**config.mk**
```make
export PLATFORM = sky130hd
export DESIGN_NAME = threshold_spike_window_capture_unit
export DESIGN_NICKNAME = d
export VERILOG_FILES = /design/src/rtl/core/tswc_pkg.sv /design/src/rtl/core/threshold_spike_window_capture_unit.sv
export SDC_FILE = /design/constraint.sdc
export NUM_CORES = 2
export LEC_CHECK = 0
export BUFFER_PORTS_ARGS = -buffer_cell sky130_fd_sc_hd__buf_2
export CAP_MARGIN = 5
export CORE_MARGIN = 2
export CORE_UTILIZATION = 62
export DETAILED_ROUTE_END_ITERATION = 12
export GPL_TIMING_DRIVEN = 1
export HOLD_SLACK_MARGIN = 0.02
export PLACE_DENSITY = 0.9
export SLEW_MARGIN = 15
export SYNTH_ARGS = -nofsm -noshare
export SYNTH_HDL_FRONTEND = slang
export SYNTH_SLANG_ARGS = --single-unit
export TNS_END_PERCENT = 20
```
**constraint.sdc**
```tcl
create_clock -name clk_i -period 14.29 [get_ports clk_i]
set_input_delay 1.429 -clock clk_i [delete_from_list [all_inputs] [get_ports clk_i]]
set_output_delay 1.429 -clock clk_i [all_outputs]
set_load 0.03 [all_outputs]
```
**src/rtl/core/tswc_pkg.sv**
```systemverilog
// shared constants and types of the threshold spike window capture unit
package tswc_pkg;

  localparam int unsigned Window     = 32;
  localparam int unsigned PreTrigger = 8;
  localparam int unsigned Channels   = 4;
  localparam int unsigned Batch      = 16;

  localparam int unsigned DelayLen = PreTrigger * Channels;
  localparam int unsigned OffW     = (Window > 1) ? $clog2(Window) : 1;
  localparam int unsigned ChanW    = (Channels > 1) ? $clog2(Channels) : 1;
  localparam int unsigned FillW    = $clog2(Batch + 1);

  localparam int unsigned SampleW = 16;
  localparam int unsigned FrameW  = 24;
  localparam int unsigned TotalW  = 20;
  localparam int unsigned CfgIdxW = 2;
  localparam int unsigned CfgW    = 24;

  localparam logic [SampleW-1:0] ThresholdRst    = 16'd1000;
  localparam logic [FrameW-1:0]  RecordLengthRst = 24'hFFFFFF;
  localparam logic [TotalW-1:0]  MaxSpikesRst    = 20'd20000;
  localparam logic [FrameW-1:0]  FrameMax        = 24'hFFFFFF;

  typedef enum logic [CfgIdxW-1:0] {
    CfgThreshold    = 2'd0,
    CfgRecordLength = 2'd1,
    CfgMaxSpikes    = 2'd2
  } cfg_idx_e;

  typedef struct packed {
    logic [TotalW-1:0]  number;
    logic [3:0]         chan;
    logic [7:0]         position;
    logic [SampleW-1:0] value;
    logic               last;
    logic               batch;
  } res_t;

endpackage

```
**src/rtl/core/threshold_spike_window_capture_unit.sv**
```systemverilog
// top level of the threshold spike window capture unit
//
// Takes one converter sample per cycle in time-major order and, once channel 0
// reaches the threshold while no window is open and one fits in the record,
// emits a window of Window frames of every channel, starting PreTrigger frames
// earlier from a sample delay line (or at the trigger frame early in a record).
// Each sample is decided combinationally from the input port into the result
// register, or into the skid entry behind it while an untaken result waits; the
// single skid entry keeps the input ready while one finished result waits, so the
// sustained rate is one sample per cycle while results are taken, and ready
// drops only when both the result register and the skid entry are full. Samples
// whose channel lies beyond the channel count are taken and dropped without effect.
module threshold_spike_window_capture_unit
  import tswc_pkg::*;
(
  input  logic                clk_i,
  input  logic                rst_ni,
  input  logic                cfg_we_i,
  input  logic [CfgIdxW-1:0]  cfg_idx_i,
  input  logic [CfgW-1:0]     cfg_data_i,
  input  logic                s_axis_tvalid,
  output logic                s_axis_tready,
  input  logic [15:0]         s_axis_tdata,  // sample
  input  logic [4:0]          s_axis_tuser,  // chan, record_start
  output logic                m_axis_tvalid,
  input  logic                m_axis_tready,
  output logic [47:0]         m_axis_tdata,  // spike_number, position, value, zero pad
  output logic [4:0]          m_axis_tuser,  // out_chan, batch_done
  output logic                m_axis_tlast   // window_last
);

  // configuration
  logic signed [SampleW-1:0] threshold_q;
  logic [FrameW-1:0]         record_length_q;
  logic [TotalW-1:0]         max_spikes_q;

  always_ff @(posedge clk_i or negedge rst_ni) begin
    if (!rst_ni) begin
      threshold_q     <= ThresholdRst;
      record_length_q <= RecordLengthRst;
      max_spikes_q    <= MaxSpikesRst;
    end else if (cfg_we_i) begin
      unique case (cfg_idx_e'(cfg_idx_i))
        CfgThreshold:    threshold_q     <= cfg_data_i[SampleW-1:0];
        CfgRecordLength: record_length_q <= cfg_data_i[FrameW-1:0];
        CfgMaxSpikes:    max_spikes_q    <= cfg_data_i[TotalW-1:0];
        default: ;
      endcase
    end
  end

  // state
  logic [FrameW-1:0] frame_q, frame_d;
  logic              open_q, open_d;
  logic              cap_q, cap_d;
  logic [OffW-1:0]   off_q, off_d;
  logic [ChanW-1:0]  emit_q, emit_d;
  logic              nodly_q, nodly_d;
  logic [TotalW-1:0] total_q, total_d;
  logic [FillW-1:0]  fill_q, fill_d;
  logic              halted_q, halted_d;
  logic [TotalW-1:0] lnum_q, lnum_d;
  logic              lbatch_q, lbatch_d;

  logic               out_valid_q, skid_valid_q;
  res_t               out_q, skid_q, res;
  logic               res_valid;

  logic signed [SampleW-1:0] smp;
  logic [3:0]                chan_in;
  logic                      rstart;
  logic                      xfer, take;
  logic [SampleW-1:0]        delayed;
  logic                      trig, fill_full;
  logic [FillW-1:0]          fill_inc;

  assign smp     = s_axis_tdata;
  assign chan_in = s_axis_tuser[3:0];
  assign rstart  = s_axis_tuser[4];

  assign s_axis_tready = !skid_valid_q;
  assign xfer = s_axis_tvalid && s_axis_tready && (32'(chan_in) < Channels);
  assign take = out_valid_q && m_axis_tready;

  // pre-trigger delay line
  if (DelayLen > 0) begin : g_delay
    logic [SampleW-1:0] hist_q [DelayLen];
    always_ff @(posedge clk_i or negedge rst_ni) begin
      if (!rst_ni) begin
        for (int i = 0; i < DelayLen; i++) hist_q[i] <= '0;
      end else if (xfer) begin
        hist_q[0] <= smp;
        for (int i = 1; i < DelayLen; i++) hist_q[i] <= hist_q[i-1];
      end
    end
    assign delayed = hist_q[DelayLen-1];
  end else begin : g_nodelay
    assign delayed = smp;
  end

  always_comb begin
    frame_d  = frame_q;
    open_d   = open_q;
    cap_d    = cap_q;
    off_d    = off_q;
    emit_d   = emit_q;
    nodly_d  = nodly_q;
    total_d  = total_q;
    fill_d   = fill_q;
    halted_d = halted_q;
    lnum_d   = lnum_q;
    lbatch_d = lbatch_q;
    trig     = 1'b0;
    fill_inc = '0;
    fill_full = 1'b0;
    res_valid = 1'b0;
    res       = '0;

    if (xfer) begin
      if (rstart) begin
        frame_d  = '0;
        open_d   = 1'b1;
        total_d  = '0;
        fill_d   = '0;
        halted_d = 1'b0;
        cap_d    = 1'b0;
        off_d    = '0;
        emit_d   = '0;
        lbatch_d = 1'b0;
      end else if (chan_in == 4'd0) begin
        if (!open_q) begin
          frame_d = '0;
        end else if (frame_q < FrameMax) begin
          frame_d = frame_q + 1'b1;
        end
        open_d = 1'b1;
      end

      trig = (chan_in == 4'd0) && !cap_d && !halted_d &&
             (({1'b0, frame_d} + (FrameW+1)'(Window)) < {1'b0, record_length_q}) &&
             (smp >= threshold_q);

      if (trig) begin
        cap_d     = 1'b1;
        nodly_d   = (32'(frame_d) < PreTrigger);
        off_d     = '0;
        emit_d    = '0;
        lnum_d    = total_d;
        total_d   = total_d + 1'b1;
        fill_inc  = fill_d + 1'b1;
        fill_full = (32'(fill_inc) >= Batch);
        lbatch_d  = fill_full;
        fill_d    = fill_full ? '0 : fill_inc;
        if (fill_full && (total_d == max_spikes_q)) begin
          halted_d = 1'b1;
        end
      end

      if (cap_d) begin
        res_valid    = 1'b1;
        res.number   = lnum_d;
        res.chan     = 4'(emit_d);
        res.position = 8'(off_d);
        res.value    = nodly_d ? smp : delayed;
        res.last     = (32'(off_d) >= Window - 1) && (32'(emit_d) >= Channels - 1);
        res.batch    = lbatch_d;
        if (res.last) begin
          cap_d  = 1'b0;
          off_d  = '0;
          emit_d = '0;
        end else if (32'(emit_d) >= Channels - 1) begin
          emit_d = '0;
          off_d  = off_d + 1'b1;
        end else begin
          emit_d = emit_d + 1'b1;
        end
      end
    end
  end

  always_ff @(posedge clk_i or negedge rst_ni) begin
    if (!rst_ni) begin
      frame_q  <= '0;
      open_q   <= 1'b0;
      cap_q    <= 1'b0;
      off_q    <= '0;
      emit_q   <= '0;
      nodly_q  <= 1'b0;
      total_q  <= '0;
      fill_q   <= '0;
      halted_q <= 1'b0;
      lnum_q   <= '0;
      lbatch_q <= 1'b0;
    end else begin
      frame_q  <= frame_d;
      open_q   <= open_d;
      cap_q    <= cap_d;
      off_q    <= off_d;
      emit_q   <= emit_d;
      nodly_q  <= nodly_d;
      total_q  <= total_d;
      fill_q   <= fill_d;
      halted_q <= halted_d;
      lnum_q   <= lnum_d;
      lbatch_q <= lbatch_d;
    end
  end

  // result register with one skid entry
  always_ff @(posedge clk_i or negedge rst_ni) begin
    if (!rst_ni) begin
      out_valid_q  <= 1'b0;
      skid_valid_q <= 1'b0;
    end else if (take || !out_valid_q) begin
      if (skid_valid_q) begin
        out_valid_q  <= 1'b1;
        skid_valid_q <= 1'b0;
      end else begin
        out_valid_q <= res_valid;
      end
    end else if (res_valid) begin
      skid_valid_q <= 1'b1;
    end
  end

  always_ff @(posedge clk_i) begin
    if (take || !out_valid_q) begin
      out_q <= skid_valid_q ? skid_q : res;
    end else if (res_valid) begin
      skid_q <= res;
    end
  end

  assign m_axis_tvalid = out_valid_q;
  assign m_axis_tdata  = {4'd0, out_q.value, out_q.position, out_q.number};
  assign m_axis_tuser  = {out_q.batch, out_q.chan};
  assign m_axis_tlast  = out_q.last;

  a_skid_behind_out: assert property (@(posedge clk_i) disable iff (!rst_ni)
    skid_valid_q |-> out_valid_q)
    else $error("skid entry held while result register empty");

  a_idle_counters: assert property (@(posedge clk_i) disable iff (!rst_ni)
    !cap_q |-> (off_q == '0 && emit_q == '0))
    else $error("window counters not cleared outside a capture");

  a_halt_fill: assert property (@(posedge clk_i) disable iff (!rst_ni)
    halted_q |-> (fill_q == '0))
    else $error("batch fill not empty while halted");

  a_last_chan: assert property (@(posedge clk_i) disable iff (!rst_ni)
    (out_valid_q && out_q.last) |-> (32'(out_q.chan) == Channels - 1))
    else $error("window ends on a channel other than the last");

endmodule
```
==> impl_results.md <==
- Number of max-cap violations: 0
- Required time at the endpoint of the critical path: ~15000 ps
- TritonCTS sink count: around 750
- Full die area: about 0.054 sq mm
- Most common library cell in the layout ignoring fill and taps: sky130_fd_sc_hd__nand2_1
- Fin nets: ~3600
- Fraction of layout cells with a size suffix above 1: between 10% and 20%
- Placement row count: between 80 and 90
- Pwr dens: roughly 130 mW/mm^2
- Synthesis Warnings: 0
- Final setup fails: 0
- Global-route wire length before repair: between 100000 and 150000 um
- Sum of internal, switching and leakage power: about 4.7 mW
- Total negative slack: 0 ps
- Largest clock skew in the final design: about 33 ps
- Critical setup path kind: input pin to register
- GRT Residual Overflow: 0
- Largest fanout on the critical path: 64
- Via count of the first global-routing pass: 24100
- Number of buffers created by CTS: 75
- Share of synthesized registers carrying an async set or reset: about 90%
- Post-synthesis to final-layout area growth: 9.86%
- Count of distinct cell types in the synthesized netlist: between 80 and 90
- Max clock buf depth: 3
- Vias per cell: 5.71
- I/O pin total: 108
- Ranking of synthesized cells by area: sky130_fd_sc_hd__dfrtp_1 48%, sky130_fd_sc_hd__nand2_1 20%, sky130_fd_sc_hd__edfxtp_1 8.3%, sky130_fd_sc_hd__dfstp_2 2.8%, sky130_fd_sc_hd__clkbuf_1 2.0%
- DR pass1 iterations: 6
- Final weighted congestion of routability-driven global placement: 0.892
- Instance count of the mapped netlist: between 3000 and 4000
- Number of flops mapped to enable cells by yosys: 90
- PnR worst setup slack: around 6500 ps
- Post-route fraction of the period consumed by the critical path: roughly 55%
- Type of the tightest min-delay check: register to register
- Post-CTS Repair Setup Buffers: 0
- Residual DRC count: 0
- Remaining antenna violation count after routing: 0
- Aggregate global-route resource usage: between 20 and 30%
- HPWL after detailed placement: between 40000 and 50000 um
- Sequential cell area fraction in the yosys report: about three fifths
- Cell leakage power: 18.6 nW
- Routed wirelength normalized by instance count: roughly 18 um
- Aggregate routed wire length: 75700 um
- H-tree lvl count: 3
- Mean instance size in the synthesized netlist: between 9 and 10 sq um
- Antenna violations before repair: 1
- Pre-CTS setup slack: just under 6000 ps
- Count of endpoints failing hold in the final timing report: 0
- Area share of the largest cell type after synthesis: around 48%
- Max Transition Viols Final: 0
- Total vias in the final route: 24400
- # diodes: 0
- Clock transition at the registers of the reported paths: 60 ps
- Status: complete, no violations
- Most used cells in the layout excluding fill and tap cells: 1713 x sky130_fd_sc_hd__nand2_1, 620 x sky130_fd_sc_hd__dfrtp_1, 107 x sky130_fd_sc_hd__o21ai_0
- Core region area: 0.0523 sq mm
- CTS Root Cell: sky130_fd_sc_hd__clkbuf_16
- Worst slew margin relative to its limit: 21.0%
- Syn Std Cell Area: ~0.033 sq mm
- Die outline width: 233 um
- Cell taking the most area after synthesis: sky130_fd_sc_hd__dfrtp_1
- Unrepaired setup endpoints after global routing: false
- Largest net degree at the start of global routing: between 200 and 250
- Final critical path time including I/O delays and setup: ~7800 ps
- Nature of the critical path startpoint: input pin
- Tightest Pin Transition: ~1200 ps
- Primary flip-flop cell chosen by synthesis mapping: sky130_fd_sc_hd__dfrtp_1
- Number of register bits inferred by synthesis: 745
- Clock latency on the worst-skew pair: roughly 630 ps
- Worst EP arrival: roughly 8300 ps
- Die span in y: around 230 um
- Number of cells upsized or downsized after cts: 0
- Endpoint class of the critical path: register
- Max VDD drop: ~0.12 mV
- Initial DRC Count: 2678
- Hold-fix buffers, CTS: 0
- Fmax: around 130 MHz
- Starting density of the core: 62.3%
- TritonCTS clock tree: yes
- Count of buffers inserted at the top-level ports: 98
cell type report:
class | instances | area, sq um
multi-input cells | 2523 | 12500
well taps | 688 | 861
clock buffers | 101 | 2100
repair buffers | 125 | 753
clock inverters | 32 | 317
inverters | 59 | 221
fillers | 3677 | 16500
flip-flops and latches | 745 | 19100
cell usage after synthesis, types with 5 or more instances:
cell type                      n
sky130_fd_sc_hd__buf_4        16
sky130_fd_sc_hd__nand2_1    1713
sky130_fd_sc_hd__nand3_1      28
sky130_fd_sc_hd__nand3b_1     10
sky130_fd_sc_hd__a211oi_1      7
sky130_fd_sc_hd__or3_1         7
sky130_fd_sc_hd__a21oi_1      37
sky130_fd_sc_hd__a32o_1        6
sky130_fd_sc_hd__nand4_1      27
sky130_fd_sc_hd__nor2_1       72
sky130_fd_sc_hd__dfrtp_1     620
sky130_fd_sc_hd__buf_2        12
sky130_fd_sc_hd__a31oi_1       8
sky130_fd_sc_hd__dfstp_2      35
sky130_fd_sc_hd__or4_1        11
sky130_fd_sc_hd__nor2b_1      15
sky130_fd_sc_hd__xor2_1       25
sky130_fd_sc_hd__a211o_1       5
sky130_fd_sc_hd__o2111ai_1    20
sky130_fd_sc_hd__nor3_1       17
sky130_fd_sc_hd__inv_1        59
sky130_fd_sc_hd__o31ai_1       7
sky130_fd_sc_hd__a22o_1        8
sky130_fd_sc_hd__and2_1       31
sky130_fd_sc_hd__ha_1         46
sky130_fd_sc_hd__o21ai_0     107
sky130_fd_sc_hd__xnor2_1      36
sky130_fd_sc_hd__a21o_1       16
sky130_fd_sc_hd__and3_1       19
sky130_fd_sc_hd__edfxtp_1     90
sky130_fd_sc_hd__o211ai_2      5
sky130_fd_sc_hd__o21ai_1      20
sky130_fd_sc_hd__nand2b_1      7
sky130_fd_sc_hd__clkbuf_1    173
sky130_fd_sc_hd__mux2i_1      31
sky130_fd_sc_hd__a221o_1       7
sky130_fd_sc_hd__o211ai_1     21
sky130_fd_sc_hd__and4_1        7
sky130_fd_sc_hd__nor4_1       12
sky130_fd_sc_hd__mux2_2       54
worst max-delay path, stage by stage:
cell                        delay, ps
sky130_fd_sc_hd__buf_2            130
sky130_fd_sc_hd__or4_1            830
sky130_fd_sc_hd__a2111oi_2        700
sky130_fd_sc_hd__xnor2_1          290
sky130_fd_sc_hd__nor4b_2          390
sky130_fd_sc_hd__and4_1           320
sky130_fd_sc_hd__nand4b_1         230
sky130_fd_sc_hd__nor4_1           370
sky130_fd_sc_hd__xor2_1           110
sky130_fd_sc_hd__ha_1             310
sky130_fd_sc_hd__nand3_1           90
sky130_fd_sc_hd__a21oi_1          170
sky130_fd_sc_hd__o211ai_1         180
sky130_fd_sc_hd__nand3_1          270
sky130_fd_sc_hd__a21o_2           140
sky130_fd_sc_hd__buf_4            630
sky130_fd_sc_hd__and3_1           260
sky130_fd_sc_hd__ha_1             330
sky130_fd_sc_hd__nand4_1          160
sky130_fd_sc_hd__nor2_1           150
sky130_fd_sc_hd__nand3_1          120
sky130_fd_sc_hd__o311a_1          390
sky130_fd_sc_hd__a32o_1           290
logic make-up (layout without fill, tap and decap cells):
kind of cell	after synthesis	in the layout	share of synthesized area (%)
AOI/OAI and AO/OA	322	322	6.69
buffers and inverters	268	317	3.41
and+or+nand+nor	1998	1998	24.9
adders and majority gates	46	46	1.76
muxes	85	85	2.82
other	1	9	0.0115
DFF	745	745	58.7
xor gates and xnor gates	63	63	1.78
power by group:
group	internal [mW]	switching, mW	total [mW]
logic	0.113	0.231	0.344
clock network	1.11	0.832	1.94
registers	2.28	0.0840	2.37
path summary, 6_finish.rpt:
kind,start,to,slack (ps),cells after the start
setup / recovery,s_axis_tuser[1],off_q[1],6470,23
hold / removal,g_delay.hist_q[18],delayed[2],460,2
setup reg to reg,frame_q[16],off_q[1],6980,23
hold reg to reg,g_delay.hist_q[18],delayed[2],460,2
max in group asynchronous,rst_ni,g_delay.hist_q[360],11190,3
min in group asynchronous,rst_ni,frame_q[4],830,1
registers in the layout, summed over array words and instances (netlist names):
name,flops
threshold_q,16
m_axis_tvalid,1
m_axis_tlast,1
m_axis_tuser,3
lbatch_q,1
halted_q,1
delayed,16
frame_q,24
cap_q,1
total_q,20
fill_q,5
skid_valid_q,1
nodly_q,1
max_spikes_q,20
off_q,5
g_delay.hist_q,496
open_q,1
record_length_q,24
m_axis_tdata,41
skid_q,45
lnum_q,20
emit_q,2
metal layers:
metal | track usage [%] | part of all wire (%) | vias to the layer above
met2 | 47.6 | 49 | 822
met3 | 4.70 | 5.8 | 186
met4 | 11.0 | 3.4 | 2
li1 | - | - | 11400
met5 | 0 | 0.015 | -
met1 | 38.6 | 42 | 12000
stage by stage:
| step | hold WS [ps] | utilization [%] | cell area (sq um) | std cells |
|---|---|---|---|---|
| 5_1_grt | 479 | 68.5 | 35800 | 4273 |
| 2_1_floorplan | 439 | - | 32700 | 3536 |
| 6_report | 460 | 68.5 | 35800 | 4273 |
| 3_3_place_gp | 445 | 63.9 | 33400 | 4140 |
| 3_5_place_dp | 448 | 63.9 | 33400 | 4140 |
| 4_1_cts | 464 | 68.5 | 35800 | 4273 |
Note: power is estimated with default switching activity, not from simulation.
